<file path="config.mk">
export PLATFORM = sky130hd
export DESIGN_NAME = segment_box_clearance_test_unit
export DESIGN_NICKNAME = d
export VERILOG_FILES = /design/src/sv/sbct_pkg.sv /design/src/sv/segment_box_clearance_test_unit.sv
export SDC_FILE = /design/constraint.sdc
export NUM_CORES = 2
export LEC_CHECK = 0
export ABC_AREA = 1
export BUFFER_PORTS_ARGS = -buffer_cell sky130_fd_sc_hd__buf_2
export CORE_UTILIZATION = 34
export DETAILED_ROUTE_END_ITERATION = 12
export PLACE_DENSITY = 0.47
export SYNTH_ARGS = -nofsm -noshare
export SYNTH_HDL_FRONTEND = slang
export SYNTH_SLANG_ARGS = --single-unit
</file>
<file path="constraint.sdc">
create_clock -name clock -period 18.3 [get_ports clock]
set_input_delay 3.66 -clock clock [delete_from_list [all_inputs] [get_ports clock]]
set_output_delay 3.66 -clock clock [all_outputs]
set_load 0.02 [all_outputs]
</file>
<file path="src/sv/sbct_pkg.sv">
// Shared constants and types of the segment box clearance test unit.
package sbct_pkg;

   localparam int COORD_BITS     = 32;
   localparam int TIME_FRAC_BITS = 16;

   // Clearance register keeps the low COORD_BITS-1 bits.
   localparam int CLR_BITS   = COORD_BITS - 1;
   // Expanded bounds, slab numerators and deltas never exceed this signed width.
   localparam int EXT_BITS   = COORD_BITS + 2;
   // Magnitudes of numerators and all denominators.
   localparam int MAG_BITS   = COORD_BITS + 1;
   // The shared multiplier takes one operand in two slices.
   localparam int SLICE_BITS = (MAG_BITS + 1) / 2;
   localparam int PROD_BITS  = MAG_BITS + SLICE_BITS;
   // Holds the difference of two full cross products.
   localparam int ACC_BITS   = 2 * MAG_BITS + 1;
   localparam int TIME_BITS  = TIME_FRAC_BITS + 1;
   localparam int QCNT_BITS  = $clog2(TIME_BITS);
   localparam int PHASE_BITS = 2;

   localparam logic [TIME_BITS-1:0]  TIME_ONE   = TIME_BITS'(1) << TIME_FRAC_BITS;
   localparam logic [PHASE_BITS-1:0] PHASE_LAST = '1;

   typedef logic signed [COORD_BITS-1:0] coord_type;
   typedef logic signed [EXT_BITS-1:0]   ext_type;
   typedef logic [MAG_BITS-1:0]          mag_type;

   typedef enum logic [7:0] {
      S_IDLE   = 8'b0000_0001,
      S_EXPAND = 8'b0000_0010,
      S_AXIS   = 8'b0000_0100,
      S_LOAD   = 8'b0000_1000,
      S_MUL    = 8'b0001_0000,
      S_RES    = 8'b0010_0000,
      S_QUANT  = 8'b0100_0000,
      S_DONE   = 8'b1000_0000
   } state_type;

   // Which fraction comparison the shared unit is working on.
   typedef enum logic [1:0] {
      CMP_ENTRY,
      CMP_EXIT,
      CMP_ORDER
   } cmp_type;

endpackage

</file>
<file path="src/sv/segment_box_clearance_test_unit.sv">
// Segment versus clearance-expanded box slab test with a shared cross-product unit.
//
// Usage: each transfer on the req_ channel brings one segment and one box of a run;
// req_last_box marks the final box of the run. For every input transfer exactly one
// result transfer appears on the rsp_ channel, in order. The clearance register is
// written through csr_wr_en / csr_wr_data; the user must write it only while the
// block is idle, as the block itself does not enforce this. It takes effect for the
// next box.
// A box with min above max on an axis goes from the expansion step straight to
// its result. An axis with zero delta takes the expand and axis steps; an axis
// with nonzero delta adds three exact fraction comparisons, each a load of the
// operands, the half products and a resolve. A hit then forms the entry time in
// the divider, one quotient bit per cycle. The steps and their order are set by
// the single 33x17 multiplier with its accumulator, which forms each cross
// product in two halves, and by the restoring divider.
// req_stall is high whenever an item is in progress. A finished result sits in an
// output register; the block accepts the next item while it waits, and only holds
// before writing a new result when the old one is still stalled.
// Reset clears the sequencer, the result valid flag, the run any-hit state and the
// clearance register.
module segment_box_clearance_test_unit (
   input  logic                                clock,
   input  logic                                reset,
   input  logic                                csr_wr_en,
   input  logic [sbct_pkg::CLR_BITS-1:0]       csr_wr_data,
   input  logic                                req_valid,
   output logic                                req_stall,
   input  logic signed [sbct_pkg::COORD_BITS-1:0] req_start_x,
   input  logic signed [sbct_pkg::COORD_BITS-1:0] req_start_y,
   input  logic signed [sbct_pkg::COORD_BITS-1:0] req_end_x,
   input  logic signed [sbct_pkg::COORD_BITS-1:0] req_end_y,
   input  logic signed [sbct_pkg::COORD_BITS-1:0] req_box_min_x,
   input  logic signed [sbct_pkg::COORD_BITS-1:0] req_box_min_y,
   input  logic signed [sbct_pkg::COORD_BITS-1:0] req_box_max_x,
   input  logic signed [sbct_pkg::COORD_BITS-1:0] req_box_max_y,
   input  logic                                req_last_box,
   output logic                                rsp_valid,
   input  logic                                rsp_stall,
   output logic                                rsp_box_hit,
   output logic [sbct_pkg::TIME_BITS-1:0]      rsp_entry_time,
   output logic                                rsp_box_invalid,
   output logic                                rsp_any_hit,
   output logic                                rsp_run_done
);
   import sbct_pkg::*;

   // Sequencer state.
   state_type              state_ff, state_in;
   logic                   axis_ff, axis_in;
   cmp_type                cmp_sel_ff, cmp_sel_in;
   logic [PHASE_BITS-1:0]  phase_ff, phase_in;
   logic [QCNT_BITS-1:0]   qcnt_ff, qcnt_in;

   // Captured item and configuration.
   coord_type              sx_ff, sy_ff, ex_ff, ey_ff;
   coord_type              mnx_ff, mny_ff, mxx_ff, mxy_ff;
   logic                   last_ff;
   logic [CLR_BITS-1:0]    clearance_ff;

   // Slab working values. Times are kept as exact fractions n/d with d > 0.
   ext_type                lo_ff, lo_in, hi_ff, hi_in, delta_ff, delta_in;
   ext_type                cand_en_ff, cand_en_in, cand_xn_ff, cand_xn_in;
   mag_type                cand_d_ff, cand_d_in;
   ext_type                t_en_ff, t_en_in, t_xn_ff, t_xn_in;
   mag_type                t_ed_ff, t_ed_in, t_xd_ff, t_xd_in;

   // Operands of the shared cross-product compare.
   mag_type                mag_a_ff, mag_a_in, mag_c_ff, mag_c_in;
   mag_type                den_a_ff, den_a_in, den_c_ff, den_c_in;
   logic                   neg_a_ff, neg_a_in, neg_c_ff, neg_c_in;
   logic [ACC_BITS-1:0]    acc_ff, acc_in;

   // Entry time divider.
   logic [EXT_BITS-1:0]    rem_ff, rem_in;
   logic [TIME_BITS-1:0]   q_ff, q_in;

   logic                   res_hit_ff, res_hit_in, res_inv_ff, res_inv_in;
   logic                   any_acc_ff, any_acc_in;

   // Output register.
   logic                   rsp_valid_ff, rsp_valid_in;
   logic                   out_hit_ff, out_hit_in, out_inv_ff, out_inv_in;
   logic                   out_any_ff, out_any_in, out_done_ff, out_done_in;
   logic [TIME_BITS-1:0]   out_entry_ff, out_entry_in;

   // Per-axis operand selection.
   coord_type              o_sel, e_sel, mn_sel, mx_sel;
   ext_type                o_ext, an_sel, cn_sel;
   mag_type                ad_sel, cd_sel;

   // Shared multiplier datapath.
   mag_type                mul_a, den_sel;
   logic [SLICE_BITS-1:0]  slice;
   logic [PROD_BITS-1:0]   prod;
   logic [ACC_BITS-1:0]    term;

   // Compare and divider outcomes.
   logic                   acc_neg, acc_pos, a_gt, a_lt;
   logic [EXT_BITS-1:0]    shift_r;
   logic                   q_ge;
   logic                   box_bad, in_slab, delta_neg;
   logic                   req_xfer, rsp_free;

   assign req_xfer = req_valid && !req_stall;
   assign rsp_free = !rsp_valid_ff || !rsp_stall;

   always_comb begin
      o_sel  = axis_ff ? sy_ff  : sx_ff;
      e_sel  = axis_ff ? ey_ff  : ex_ff;
      mn_sel = axis_ff ? mny_ff : mnx_ff;
      mx_sel = axis_ff ? mxy_ff : mxx_ff;
   end

   assign o_ext     = EXT_BITS'(o_sel);
   assign box_bad   = (mnx_ff > mxx_ff) || (mny_ff > mxy_ff);
   assign in_slab   = (lo_ff <= o_ext) && (o_ext <= hi_ff);
   assign delta_neg = delta_ff[EXT_BITS-1];

   // Fraction pair for the comparison at hand: a = an/ad against c = cn/cd.
   always_comb begin
      case (cmp_sel_ff)
         CMP_ENTRY: begin
            an_sel = cand_en_ff;
            ad_sel = cand_d_ff;
            cn_sel = t_en_ff;
            cd_sel = t_ed_ff;
         end
         CMP_EXIT: begin
            an_sel = cand_xn_ff;
            ad_sel = cand_d_ff;
            cn_sel = t_xn_ff;
            cd_sel = t_xd_ff;
         end
         CMP_ORDER: begin
            an_sel = t_en_ff;
            ad_sel = t_ed_ff;
            cn_sel = t_xn_ff;
            cd_sel = t_xd_ff;
         end
         default: begin
            an_sel = t_en_ff;
            ad_sel = t_ed_ff;
            cn_sel = t_xn_ff;
            cd_sel = t_xd_ff;
         end
      endcase
   end

   // The accumulator forms |an|*cd - |cn|*ad in four half products.
   always_comb begin
      mul_a   = phase_ff[1] ? mag_c_ff : mag_a_ff;
      den_sel = phase_ff[1] ? den_a_ff : den_c_ff;
      slice   = phase_ff[0] ? SLICE_BITS'(den_sel >> SLICE_BITS)
                            : den_sel[SLICE_BITS-1:0];
      prod    = PROD_BITS'(mul_a) * PROD_BITS'(slice);
      term    = phase_ff[0] ? (ACC_BITS'(prod) << SLICE_BITS) : ACC_BITS'(prod);
   end

   always_comb begin
      acc_neg = acc_ff[ACC_BITS-1];
      acc_pos = !acc_neg && (|acc_ff);
      if (neg_a_ff != neg_c_ff) begin
         a_gt = !neg_a_ff;
         a_lt = neg_a_ff;
      end else begin
         // Both negative: larger magnitude means the smaller value.
         a_gt = neg_a_ff ? acc_neg : acc_pos;
         a_lt = neg_a_ff ? acc_pos : acc_neg;
      end
   end

   assign shift_r = (qcnt_ff == '0) ? rem_ff : (rem_ff << 1);
   assign q_ge    = shift_r >= EXT_BITS'(t_ed_ff);

   always_comb begin
      state_in     = state_ff;
      axis_in      = axis_ff;
      cmp_sel_in   = cmp_sel_ff;
      phase_in     = phase_ff;
      qcnt_in      = qcnt_ff;
      lo_in        = lo_ff;
      hi_in        = hi_ff;
      delta_in     = delta_ff;
      cand_en_in   = cand_en_ff;
      cand_xn_in   = cand_xn_ff;
      cand_d_in    = cand_d_ff;
      t_en_in      = t_en_ff;
      t_ed_in      = t_ed_ff;
      t_xn_in      = t_xn_ff;
      t_xd_in      = t_xd_ff;
      mag_a_in     = mag_a_ff;
      mag_c_in     = mag_c_ff;
      den_a_in     = den_a_ff;
      den_c_in     = den_c_ff;
      neg_a_in     = neg_a_ff;
      neg_c_in     = neg_c_ff;
      acc_in       = acc_ff;
      rem_in       = rem_ff;
      q_in         = q_ff;
      res_hit_in   = res_hit_ff;
      res_inv_in   = res_inv_ff;
      any_acc_in   = any_acc_ff;
      rsp_valid_in = rsp_valid_ff;
      out_hit_in   = out_hit_ff;
      out_inv_in   = out_inv_ff;
      out_any_in   = out_any_ff;
      out_done_in  = out_done_ff;
      out_entry_in = out_entry_ff;

      if (rsp_valid_ff && !rsp_stall) begin
         rsp_valid_in = 1'b0;
      end

      case (state_ff)
         S_IDLE: begin
            if (req_xfer) begin
               axis_in    = 1'b0;
               t_en_in    = '0;
               t_ed_in    = MAG_BITS'(1);
               t_xn_in    = EXT_BITS'(1);
               t_xd_in    = MAG_BITS'(1);
               q_in       = '0;
               res_hit_in = 1'b0;
               res_inv_in = 1'b0;
               state_in   = S_EXPAND;
            end
         end
         S_EXPAND: begin
            lo_in    = EXT_BITS'(mn_sel) - $signed(EXT_BITS'(clearance_ff));
            hi_in    = EXT_BITS'(mx_sel) + $signed(EXT_BITS'(clearance_ff));
            delta_in = EXT_BITS'(e_sel) - o_ext;
            if (!axis_ff && box_bad) begin
               res_inv_in = 1'b1;
               state_in   = S_DONE;
            end else begin
               state_in = S_AXIS;
            end
         end
         S_AXIS: begin
            if (delta_ff == '0) begin
               if (!in_slab) begin
                  state_in = S_DONE;
               end else if (!axis_ff) begin
                  axis_in  = 1'b1;
                  state_in = S_EXPAND;
               end else begin
                  rem_in   = t_en_ff;
                  qcnt_in  = '0;
                  state_in = S_QUANT;
               end
            end else begin
               if (delta_neg) begin
                  cand_en_in = o_ext - hi_ff;
                  cand_xn_in = o_ext - lo_ff;
                  cand_d_in  = MAG_BITS'(-delta_ff);
               end else begin
                  cand_en_in = lo_ff - o_ext;
                  cand_xn_in = hi_ff - o_ext;
                  cand_d_in  = MAG_BITS'(delta_ff);
               end
               cmp_sel_in = CMP_ENTRY;
               state_in   = S_LOAD;
            end
         end
         S_LOAD: begin
            neg_a_in = an_sel[EXT_BITS-1];
            neg_c_in = cn_sel[EXT_BITS-1];
            mag_a_in = MAG_BITS'(an_sel[EXT_BITS-1] ? -an_sel : an_sel);
            mag_c_in = MAG_BITS'(cn_sel[EXT_BITS-1] ? -cn_sel : cn_sel);
            den_a_in = ad_sel;
            den_c_in = cd_sel;
            phase_in = '0;
            state_in = S_MUL;
         end
         S_MUL: begin
            case (phase_ff[1])
               1'b0:    acc_in = phase_ff[0] ? (acc_ff + term) : term;
               1'b1:    acc_in = acc_ff - term;
               default: acc_in = acc_ff;
            endcase
            phase_in = phase_ff + PHASE_BITS'(1);
            if (phase_ff == PHASE_LAST) begin
               state_in = S_RES;
            end
         end
         S_RES: begin
            case (cmp_sel_ff)
               CMP_ENTRY: begin
                  if (a_gt) begin
                     t_en_in = cand_en_ff;
                     t_ed_in = cand_d_ff;
                  end
                  cmp_sel_in = CMP_EXIT;
                  state_in   = S_LOAD;
               end
               CMP_EXIT: begin
                  if (a_lt) begin
                     t_xn_in = cand_xn_ff;
                     t_xd_in = cand_d_ff;
                  end
                  cmp_sel_in = CMP_ORDER;
                  state_in   = S_LOAD;
               end
               default: begin
                  // Entry not after exit, a tie counts as a hit.
                  if (a_gt) begin
                     state_in = S_DONE;
                  end else if (!axis_ff) begin
                     axis_in  = 1'b1;
                     state_in = S_EXPAND;
                  end else begin
                     rem_in   = t_en_ff;
                     qcnt_in  = '0;
                     state_in = S_QUANT;
                  end
               end
            endcase
         end
         S_QUANT: begin
            rem_in  = q_ge ? (shift_r - EXT_BITS'(t_ed_ff)) : shift_r;
            q_in    = {q_ff[TIME_BITS-2:0], q_ge};
            qcnt_in = qcnt_ff + QCNT_BITS'(1);
            if (qcnt_ff == QCNT_BITS'(TIME_BITS - 1)) begin
               res_hit_in = 1'b1;
               state_in   = S_DONE;
            end
         end
         S_DONE: begin
            if (rsp_free) begin
               rsp_valid_in = 1'b1;
               out_hit_in   = res_hit_ff;
               out_inv_in   = res_inv_ff;
               out_entry_in = q_ff;
               out_any_in   = any_acc_ff || res_hit_ff || res_inv_ff;
               out_done_in  = last_ff;
               any_acc_in   = last_ff ? 1'b0 : (any_acc_ff || res_hit_ff || res_inv_ff);
               state_in     = S_IDLE;
            end
         end
         default: begin
            state_in = S_IDLE;
         end
      endcase
   end

   always_ff @(posedge clock) begin
      if (reset) begin
         state_ff     <= S_IDLE;
         rsp_valid_ff <= 1'b0;
         any_acc_ff   <= 1'b0;
         clearance_ff <= '0;
      end else begin
         state_ff     <= state_in;
         rsp_valid_ff <= rsp_valid_in;
         any_acc_ff   <= any_acc_in;
         if (csr_wr_en) begin
            clearance_ff <= csr_wr_data;
         end
      end
   end

   always_ff @(posedge clock) begin
      if (req_xfer) begin
         sx_ff   <= req_start_x;
         sy_ff   <= req_start_y;
         ex_ff   <= req_end_x;
         ey_ff   <= req_end_y;
         mnx_ff  <= req_box_min_x;
         mny_ff  <= req_box_min_y;
         mxx_ff  <= req_box_max_x;
         mxy_ff  <= req_box_max_y;
         last_ff <= req_last_box;
      end
      axis_ff      <= axis_in;
      cmp_sel_ff   <= cmp_sel_in;
      phase_ff     <= phase_in;
      qcnt_ff      <= qcnt_in;
      lo_ff        <= lo_in;
      hi_ff        <= hi_in;
      delta_ff     <= delta_in;
      cand_en_ff   <= cand_en_in;
      cand_xn_ff   <= cand_xn_in;
      cand_d_ff    <= cand_d_in;
      t_en_ff      <= t_en_in;
      t_ed_ff      <= t_ed_in;
      t_xn_ff      <= t_xn_in;
      t_xd_ff      <= t_xd_in;
      mag_a_ff     <= mag_a_in;
      mag_c_ff     <= mag_c_in;
      den_a_ff     <= den_a_in;
      den_c_ff     <= den_c_in;
      neg_a_ff     <= neg_a_in;
      neg_c_ff     <= neg_c_in;
      acc_ff       <= acc_in;
      rem_ff       <= rem_in;
      q_ff         <= q_in;
      res_hit_ff   <= res_hit_in;
      res_inv_ff   <= res_inv_in;
      out_hit_ff   <= out_hit_in;
      out_inv_ff   <= out_inv_in;
      out_any_ff   <= out_any_in;
      out_done_ff  <= out_done_in;
      out_entry_ff <= out_entry_in;
   end

   assign req_stall       = (state_ff != S_IDLE);
   assign rsp_valid       = rsp_valid_ff;
   assign rsp_box_hit     = out_hit_ff;
   assign rsp_entry_time  = out_entry_ff;
   assign rsp_box_invalid = out_inv_ff;
   assign rsp_any_hit     = out_any_ff;
   assign rsp_run_done    = out_done_ff;

   // The four half products always complete before a comparison is resolved.
   a_mul_len: assert property (@(posedge clock) disable iff (reset)
      (state_ff == S_MUL && phase_ff == PHASE_LAST) |=> (state_ff == S_RES))
      else $error("cross product sequence did not end in resolve");

   a_hit_excl: assert property (@(posedge clock) disable iff (reset)
      rsp_valid |-> !(rsp_box_hit && rsp_box_invalid))
      else $error("hit reported on an invalid box");

   a_entry_miss: assert property (@(posedge clock) disable iff (reset)
      (rsp_valid && !rsp_box_hit) |-> (rsp_entry_time == '0))
      else $error("entry time nonzero without a hit");

   a_entry_range: assert property (@(posedge clock) disable iff (reset)
      rsp_valid |-> (rsp_entry_time <= TIME_ONE))
      else $error("entry time beyond one");

   a_any_cover: assert property (@(posedge clock) disable iff (reset)
      (rsp_valid && (rsp_box_hit || rsp_box_invalid)) |-> rsp_any_hit)
      else $error("any-hit misses the current box");

endmodule

</file>
# Word level (Yosys, flattened, before mapping)
# Index checks and enable logic that the tools add are counted.
# Widths: inputs -> output; s select.
# totals
regBits,919
elab_cells,215
# op_classes
magnitude_cmp,5
add_sub_neg,15
eq_ne,28
n_reduce_logical,38
multipliers,1
bitwise,2
mux,83
# op_table
op,n
$mux 34,16
$mux 33,12
$pmux 34 s2,3
$mux 67,2
$pmux 67 s2,1
$pmux 33 s2,2
$mux 32,4
$pmux 34 s3,1
$neg 33->33,3
$mux 8,9
$sub 32x34->34,2
$sub 34x32->34,2
$add 67x67->67,1
$reduce_or 67->1,1
$sub 67x67->67,1
$sub 32x32->33,2
$gt 32x32->1,2
$pmux 8 s8,1
$mul 33x17->50,1
$ge 34x33->1,1
$le 32x34->1,1
$le 34x32->1,1
$logic_not 34->1,1
$mux 17,2
42 further kinds,100

# Logic depth before layout (Yosys ltp)
# logic_depth
ltp_word,7
mapped_depth,52

# Worst setup path before layout
# No wires, ideal clock.
# synth_path
path_type,input to register
start,input req_valid
end,register ex_ff[0] (enable)
t_arrival_ns,14.287
cell_stages,2
slack_ns,3.133
setup_ns,0.880
cell_sequence,inv_1 > nor2_1
# synth_between
elab_chain_len,1
# synth_lines
element,line,text
from (decl),segment_box_clearance_test_unit.sv:26,"input logic req_valid,"
$logic_and 1x1->1,segment_box_clearance_test_unit.sv:104,assign req_xfer = req_valid && !req_stall;
named net req_xfer,segment_box_clearance_test_unit.sv:102,"logic req_xfer, rsp_free;"
to (signal assigned),segment_box_clearance_test_unit.sv:366,ex_ff <= req_end_x;
to (decl),segment_box_clearance_test_unit.sv:55,"coord_type sx_ff, sy_ff, ex_ff, ey_ff;"
# The timed path passes the listed nets, and every way through them passes these cells.
# A chain may end at the register's enable or synchronous reset.

# Worst setup path after layout
# layout_path
start,register phase_ff[1]
end,register acc_ff[39] (data pin)
# layout_between
elab_chain_len,7
word_cells_on_any_way,10
cone_classes,add/sub: 2; mul: 1; mux: 6; bitwise: 1
# layout_lines
element,line,text
from (decl),segment_box_clearance_test_unit.sv:51,"logic [PHASE_BITS-1:0] phase_ff, phase_in;"
from (signal assigned),segment_box_clearance_test_unit.sv:376,phase_ff <= phase_in;
$mux 33,segment_box_clearance_test_unit.sv:152,den_sel = phase_ff[1] ? den_a_ff : den_c_ff;
$mux 17,segment_box_clearance_test_unit.sv:153,slice = phase_ff[0] ? SLICE_BITS'(den_sel >> SLICE_BITS)
$mul 33x17->50,segment_box_clearance_test_unit.sv:155,prod = PROD_BITS'(mul_a) * PROD_BITS'(slice);
$mux 67,segment_box_clearance_test_unit.sv:156,term = phase_ff[0] ? (ACC_BITS'(prod) << SLICE_BITS) : ACC_BITS'(prod);
$add 67x67->67,segment_box_clearance_test_unit.sv:277,1'b0: acc_in = phase_ff[0] ? (acc_ff + term) : term;
$mux 67,segment_box_clearance_test_unit.sv:277,
$pmux 67 s2 (*),segment_box_clearance_test_unit.sv:276,case (phase_ff[1])
to (signal assigned),segment_box_clearance_test_unit.sv:394,acc_ff <= acc_in;
to (decl),segment_box_clearance_test_unit.sv:71,"logic [ACC_BITS-1:0] acc_ff, acc_in;"
# Every way passes the cells marked *; elsewhere a longest branch is shown, timed or not.

==> impl_results.html <==
<table>
<tr><th>Metric</th><th>Value</th></tr>
<tr><th colspan="2">Timing</th></tr>
<tr><td>Setup repair after global routing missed its margin</td><td>no</td></tr>
<tr><td>Slew at the pin closest to its max-slew limit</td><td>1360 ps</td></tr>
<tr><td>Minimum clock period</td><td>12010 ps</td></tr>
<tr><td>Number of pins with negative max-slew slack in the final report</td><td>0</td></tr>
<tr><td>Final hold vios</td><td>0</td></tr>
<tr><td>Period Utilization, post-route</td><td>65.6%</td></tr>
<tr><td>Achievable clock frequency</td><td>83.3 MHz</td></tr>
<tr><td>Max_slew headroom</td><td>8.80%</td></tr>
<tr><td>Number of setup violations in the final report</td><td>0</td></tr>
<tr><td>Layout Skew</td><td>109 ps</td></tr>
<tr><td>Hold Slack</td><td>425 ps</td></tr>
<tr><td>Total Negative Setup Slacks</td><td>0 ps</td></tr>
<tr><th colspan="2">Yosys</th></tr>
<tr><td>Syn_nets</td><td>12200</td></tr>
<tr><td>Number of warnings issued by yosys</td><td>0</td></tr>
<tr><td>Fraction of registers with async set/reset</td><td>0%</td></tr>
<tr><td>Library cell occupying the most area in the post-synthesis netlist</td><td>edfxtp_1</td></tr>
<tr><td>Count of distinct cell types in the synthesized netlist</td><td>66</td></tr>
<tr><td>Post-synth top flop</td><td>edfxtp_1</td></tr>
<tr><td>Cells taking the most area after synthesis</td><td>edfxtp_1, fa_1, nand2_1, inv_1, ha_1</td></tr>
<tr><td>Synthesized area divided by synthesized cell count</td><td>7.72 µm²</td></tr>
<tr><td>Cells after Synth</td><td>10900</td></tr>
<tr><td>Top cell types by occurrence after synthesis</td><td>nand2_1, inv_1, nor2_1</td></tr>
<tr><td>Sequential cell area fraction in the yosys report</td><td>32.4%</td></tr>
<tr><td>Netlist area before placement</td><td>83800 µm²</td></tr>
<tr><td>Cell with the most instances after synthesis</td><td>nand2_1</td></tr>
<tr><td>Total of flip-flops plus latches after synthesis</td><td>917</td></tr>
<tr><td>Synth top area share</td><td>31.4%</td></tr>
<tr><td>Number of enable-type register cells in the synthesized netlist</td><td>876</td></tr>
<tr><th colspan="2">Clock network</th></tr>
<tr><td>Number of buffers inserted for hold repair after clock tree synthesis</td><td>0</td></tr>
<tr><td>Buffers inserted during post-CTS setup optimization</td><td>0</td></tr>
<tr><td>Clk_lat worst skew</td><td>830 ps</td></tr>
<tr><td>Register clock-pin slew on the reported worst setup and hold paths</td><td>70 ps</td></tr>
<tr><td>Total of cells resized after clock tree synthesis</td><td>0</td></tr>
<tr><td>TritonCTS buffer count</td><td>114</td></tr>
<tr><td>Clock tree from TritonCTS</td><td>yes</td></tr>
<tr><td>Root buffer selected by CTS</td><td>clkbuf_16</td></tr>
<tr><td>Clock sink count</td><td>917</td></tr>
<tr><td>CTS H-tree depth</td><td>3</td></tr>
<tr><td>Number of buffers on the longest clock path</td><td>3</td></tr>
<tr><th colspan="2">GRT</th></tr>
<tr><td>Vias in the first global route</td><td>74800</td></tr>
<tr><td>Antenna violations before repair</td><td>17</td></tr>
<tr><td>Residual overflow from global routing</td><td>0</td></tr>
<tr><td>First-pass GRT wire length</td><td>510000 µm</td></tr>
<tr><td>Total routing usage reported by global routing</td><td>28.0%</td></tr>
<tr><td>Pin count of the biggest net entering global routing</td><td>155</td></tr>
<tr><th colspan="2">Floorplan</th></tr>
<tr><td>Total die area</td><td>249000 µm²</td></tr>
<tr><td>Number of top-level pins</td><td>316</td></tr>
<tr><td>Width of the die</td><td>499 µm</td></tr>
<tr><td>Vertical extent of the die</td><td>499 µm</td></tr>
<tr><td>Initial standard-cell utilization of the core</td><td>34.3%</td></tr>
<tr><td>Row cnt</td><td>181</td></tr>
<tr><td>Core region area</td><td>244000 µm²</td></tr>
<tr><th colspan="2">Placed design</th></tr>
<tr><td>Number of buffers added on ports</td><td>315</td></tr>
<tr><td>Routability congestion estimate</td><td>1.01</td></tr>
<tr><td>Placed wire-length estimate after detailed placement</td><td>294000 µm</td></tr>
<tr><th colspan="2">Drt</th></tr>
<tr><td>Post-DRT Antenna Nets</td><td>0</td></tr>
<tr><td>Met2 wire length</td><td>174000 µm</td></tr>
<tr><td>WL final</td><td>354000 µm</td></tr>
<tr><td>Top layer used by detailed routing</td><td>met5</td></tr>
<tr><td>M1 WL</td><td>149000 µm</td></tr>
<tr><td>Number of remaining DRC errors</td><td>0</td></tr>
<tr><td>Routed len/inst</td><td>24.5 µm</td></tr>
<tr><td>Post-detailed-route via-to-cell ratio</td><td>5.15</td></tr>
<tr><td>Via count of the routed design</td><td>74300</td></tr>
<tr><td>Routed wl met3</td><td>15600 µm</td></tr>
<tr><td>DRC violation total after the first TritonRoute iteration</td><td>5891</td></tr>
<tr><td>TritonRoute pass-1 iters</td><td>6</td></tr>
<tr><th colspan="2">Worst setup path</th></tr>
<tr><td>CP most frequent cell</td><td>nand2_1</td></tr>
<tr><td>Kind of start point of the critical path</td><td>register</td></tr>
<tr><td>Peak per-stage delay on the critical path</td><td>1000 ps</td></tr>
<tr><td>Crit path arrival time</td><td>12470 ps</td></tr>
<tr><td>Slowest cell on the critical path</td><td>clkinv_1</td></tr>
<tr><td>Reg-to-reg startpoint</td><td>phase_ff[1]$_SDFFCE_PN0P_</td></tr>
<tr><td>CP max FO</td><td>117</td></tr>
<tr><td>Critical Path Source</td><td>phase_ff[1]$_SDFFCE_PN0P_</td></tr>
<tr><td>R2R cell count</td><td>39</td></tr>
<tr><td>Worst setup slack for register-to-register paths</td><td>6290 ps</td></tr>
<tr><td>Worst endpoint required time</td><td>18760 ps</td></tr>
<tr><td>Endpoint of the worst setup timing path</td><td>acc_ff[39]$_DFFE_PP_</td></tr>
<tr><td>Sort of element at the end of the critical path</td><td>register</td></tr>
<tr><td>Start-to-end type of the worst setup path</td><td>reg -&gt; reg</td></tr>
<tr><td>Capture instance of the worst register-to-register path</td><td>acc_ff[39]$_DFFE_PP_</td></tr>
<tr><th colspan="2">Final layout</th></tr>
<tr><td>Count of nets after finishing</td><td>12500</td></tr>
<tr><td>Signed area change from the synthesized netlist to the final layout</td><td>11.3%</td></tr>
<tr><td>Share of the core filled with cells</td><td>38.2%</td></tr>
<tr><td>Ratio of cells with drive above 1 in the final layout</td><td>7.16%</td></tr>
<tr><th colspan="2">Run status</th></tr>
<tr><td>Result of the run</td><td>finished, final reports clean</td></tr>
<tr><th colspan="2">Pwr</th></tr>
<tr><td>Largest vdd supply drop</td><td>0.145 mV</td></tr>
<tr><td>PwrDens</td><td>125 nW/µm²</td></tr>
<tr><td>Static power due to leakage</td><td>42.7 nW</td></tr>
<tr><th colspan="2">Run</th></tr>
<tr><td>Number of violations of the max-capacitance limit</td><td>0</td></tr>
<tr><th colspan="2">Hold path</th></tr>
<tr><td>Worst hold path class</td><td>reg -&gt; reg</td></tr>
</table>
## state kept, by name, indices dropped and copies added (netlist names), 34 cells and up, named ones only
register    count
t_xn_ff        34
cand_en_ff     34
cand_xn_ff     34
acc_ff         66
t_en_ff        34
rem_ff         34
## critical path, delay by kind of cell (launching register included)
kind | cells | cell delay [ps]
AOI/OAI and AO/OA | 4 | 970
xor gates and xnor gates | 2 | 1030
adders and majority gates | 8 | 3810
buffers and inverters | 9 | 1880
DFF | 1 | 470
and+or+nand+nor | 16 | 3470
## kinds of logic after synthesis
kind of cell | after synthesis | synth area share [%]
xor+xnor | 286 | 2.99
flops | 917 | 32.4
fa+ha+maj | 1065 | 20.1
compound gates | 2108 | 13.7
mux | 15 | 0.194
buf+inv | 2314 | 10.5
simple gates | 4146 | 20.1
## final cells by class
type | count | area (µm²)
Fill cell | 25800 | 151000
Multi-Input combinational cell | 7620 | 48000
Sequential cell | 917 | 27100
Inverter | 2025 | 7610
Tap cell | 3202 | 4010
Clock buffer | 135 | 2970
Timing Repair Buffer | 441 | 2580
Clock inverter | 78 | 935
Antenna cell | 8 | 20.0
## worst min-delay path by stage
stage                            from                           end  slack, ps  depth (start not counted)
4_1_cts        q_ff[16]$_SDFFCE_PN0P_  rsp_entry_time[16]$_DFFE_PP_        430                          0
2_1_floorplan  q_ff[16]$_SDFFCE_PN0P_  rsp_entry_time[16]$_DFFE_PP_        400                          0
3_5_place_dp   q_ff[16]$_SDFFCE_PN0P_  rsp_entry_time[16]$_DFFE_PP_        420                          0
3_3_place_gp   q_ff[16]$_SDFFCE_PN0P_  rsp_entry_time[16]$_DFFE_PP_        410                          0
6_report       q_ff[16]$_SDFFCE_PN0P_  rsp_entry_time[16]$_DFFE_PP_        430                          0
5_1_grt        q_ff[16]$_SDFFCE_PN0P_  rsp_entry_time[16]$_DFFE_PP_        450                          0
## power breakdown
group          internal (mW)  switching [mW]
combinational           1.77            4.54
clock                   1.37            1.02
sequential              2.86           0.117
total                   6.00            5.68
## routing by layer
metal  up-vias  GRT usage, %
met1     36100          35.2
met4        18          10.5
met5         -             0
li1      35500             -
met2      2205          49.1
met3       497          2.86
## cell usage in the layout (no fill, tap or decap), types with 57 or more instances in the layout
cell type | netlist | routed
o21ai_0 | 845 | 838
clkbuf_16 | 0 | 114
buf_2 | 16 | 315
nor3_1 | 102 | 101
nand3_1 | 319 | 319
o21ai_1 | 70 | 64
a21oi_1 | 818 | 815
fa_1 | 474 | 474
or2_2 | 83 | 83
o21bai_1 | 57 | 57
nand2_1 | 2222 | 2219
ha_1 | 591 | 591
buf_4 | 2 | 121
a21o_1 | 65 | 65
xor2_1 | 188 | 188
edfxtp_1 | 876 | 876
xnor2_1 | 98 | 98
inv_1 | 1998 | 1993
nor2_1 | 1254 | 1251
nand4_1 | 68 | 68
## through the flow
step | cells | cell area, µm² | power [mW] | setup slack, ps
after floorplan | 10900 | 83800 | 6.87 | 3130
after global placement | 14200 | 89300 | 9.32 | 6390
after detailed placement | 14200 | 89300 | 9.31 | 6410
after CTS | 14400 | 93300 | 11.7 | 6400
after global routing | 14400 | 93300 | 12.4 | 5870
final | 14400 | 93300 | 11.7 | 6290
Note: power is estimated with default switching activity, not from simulation.
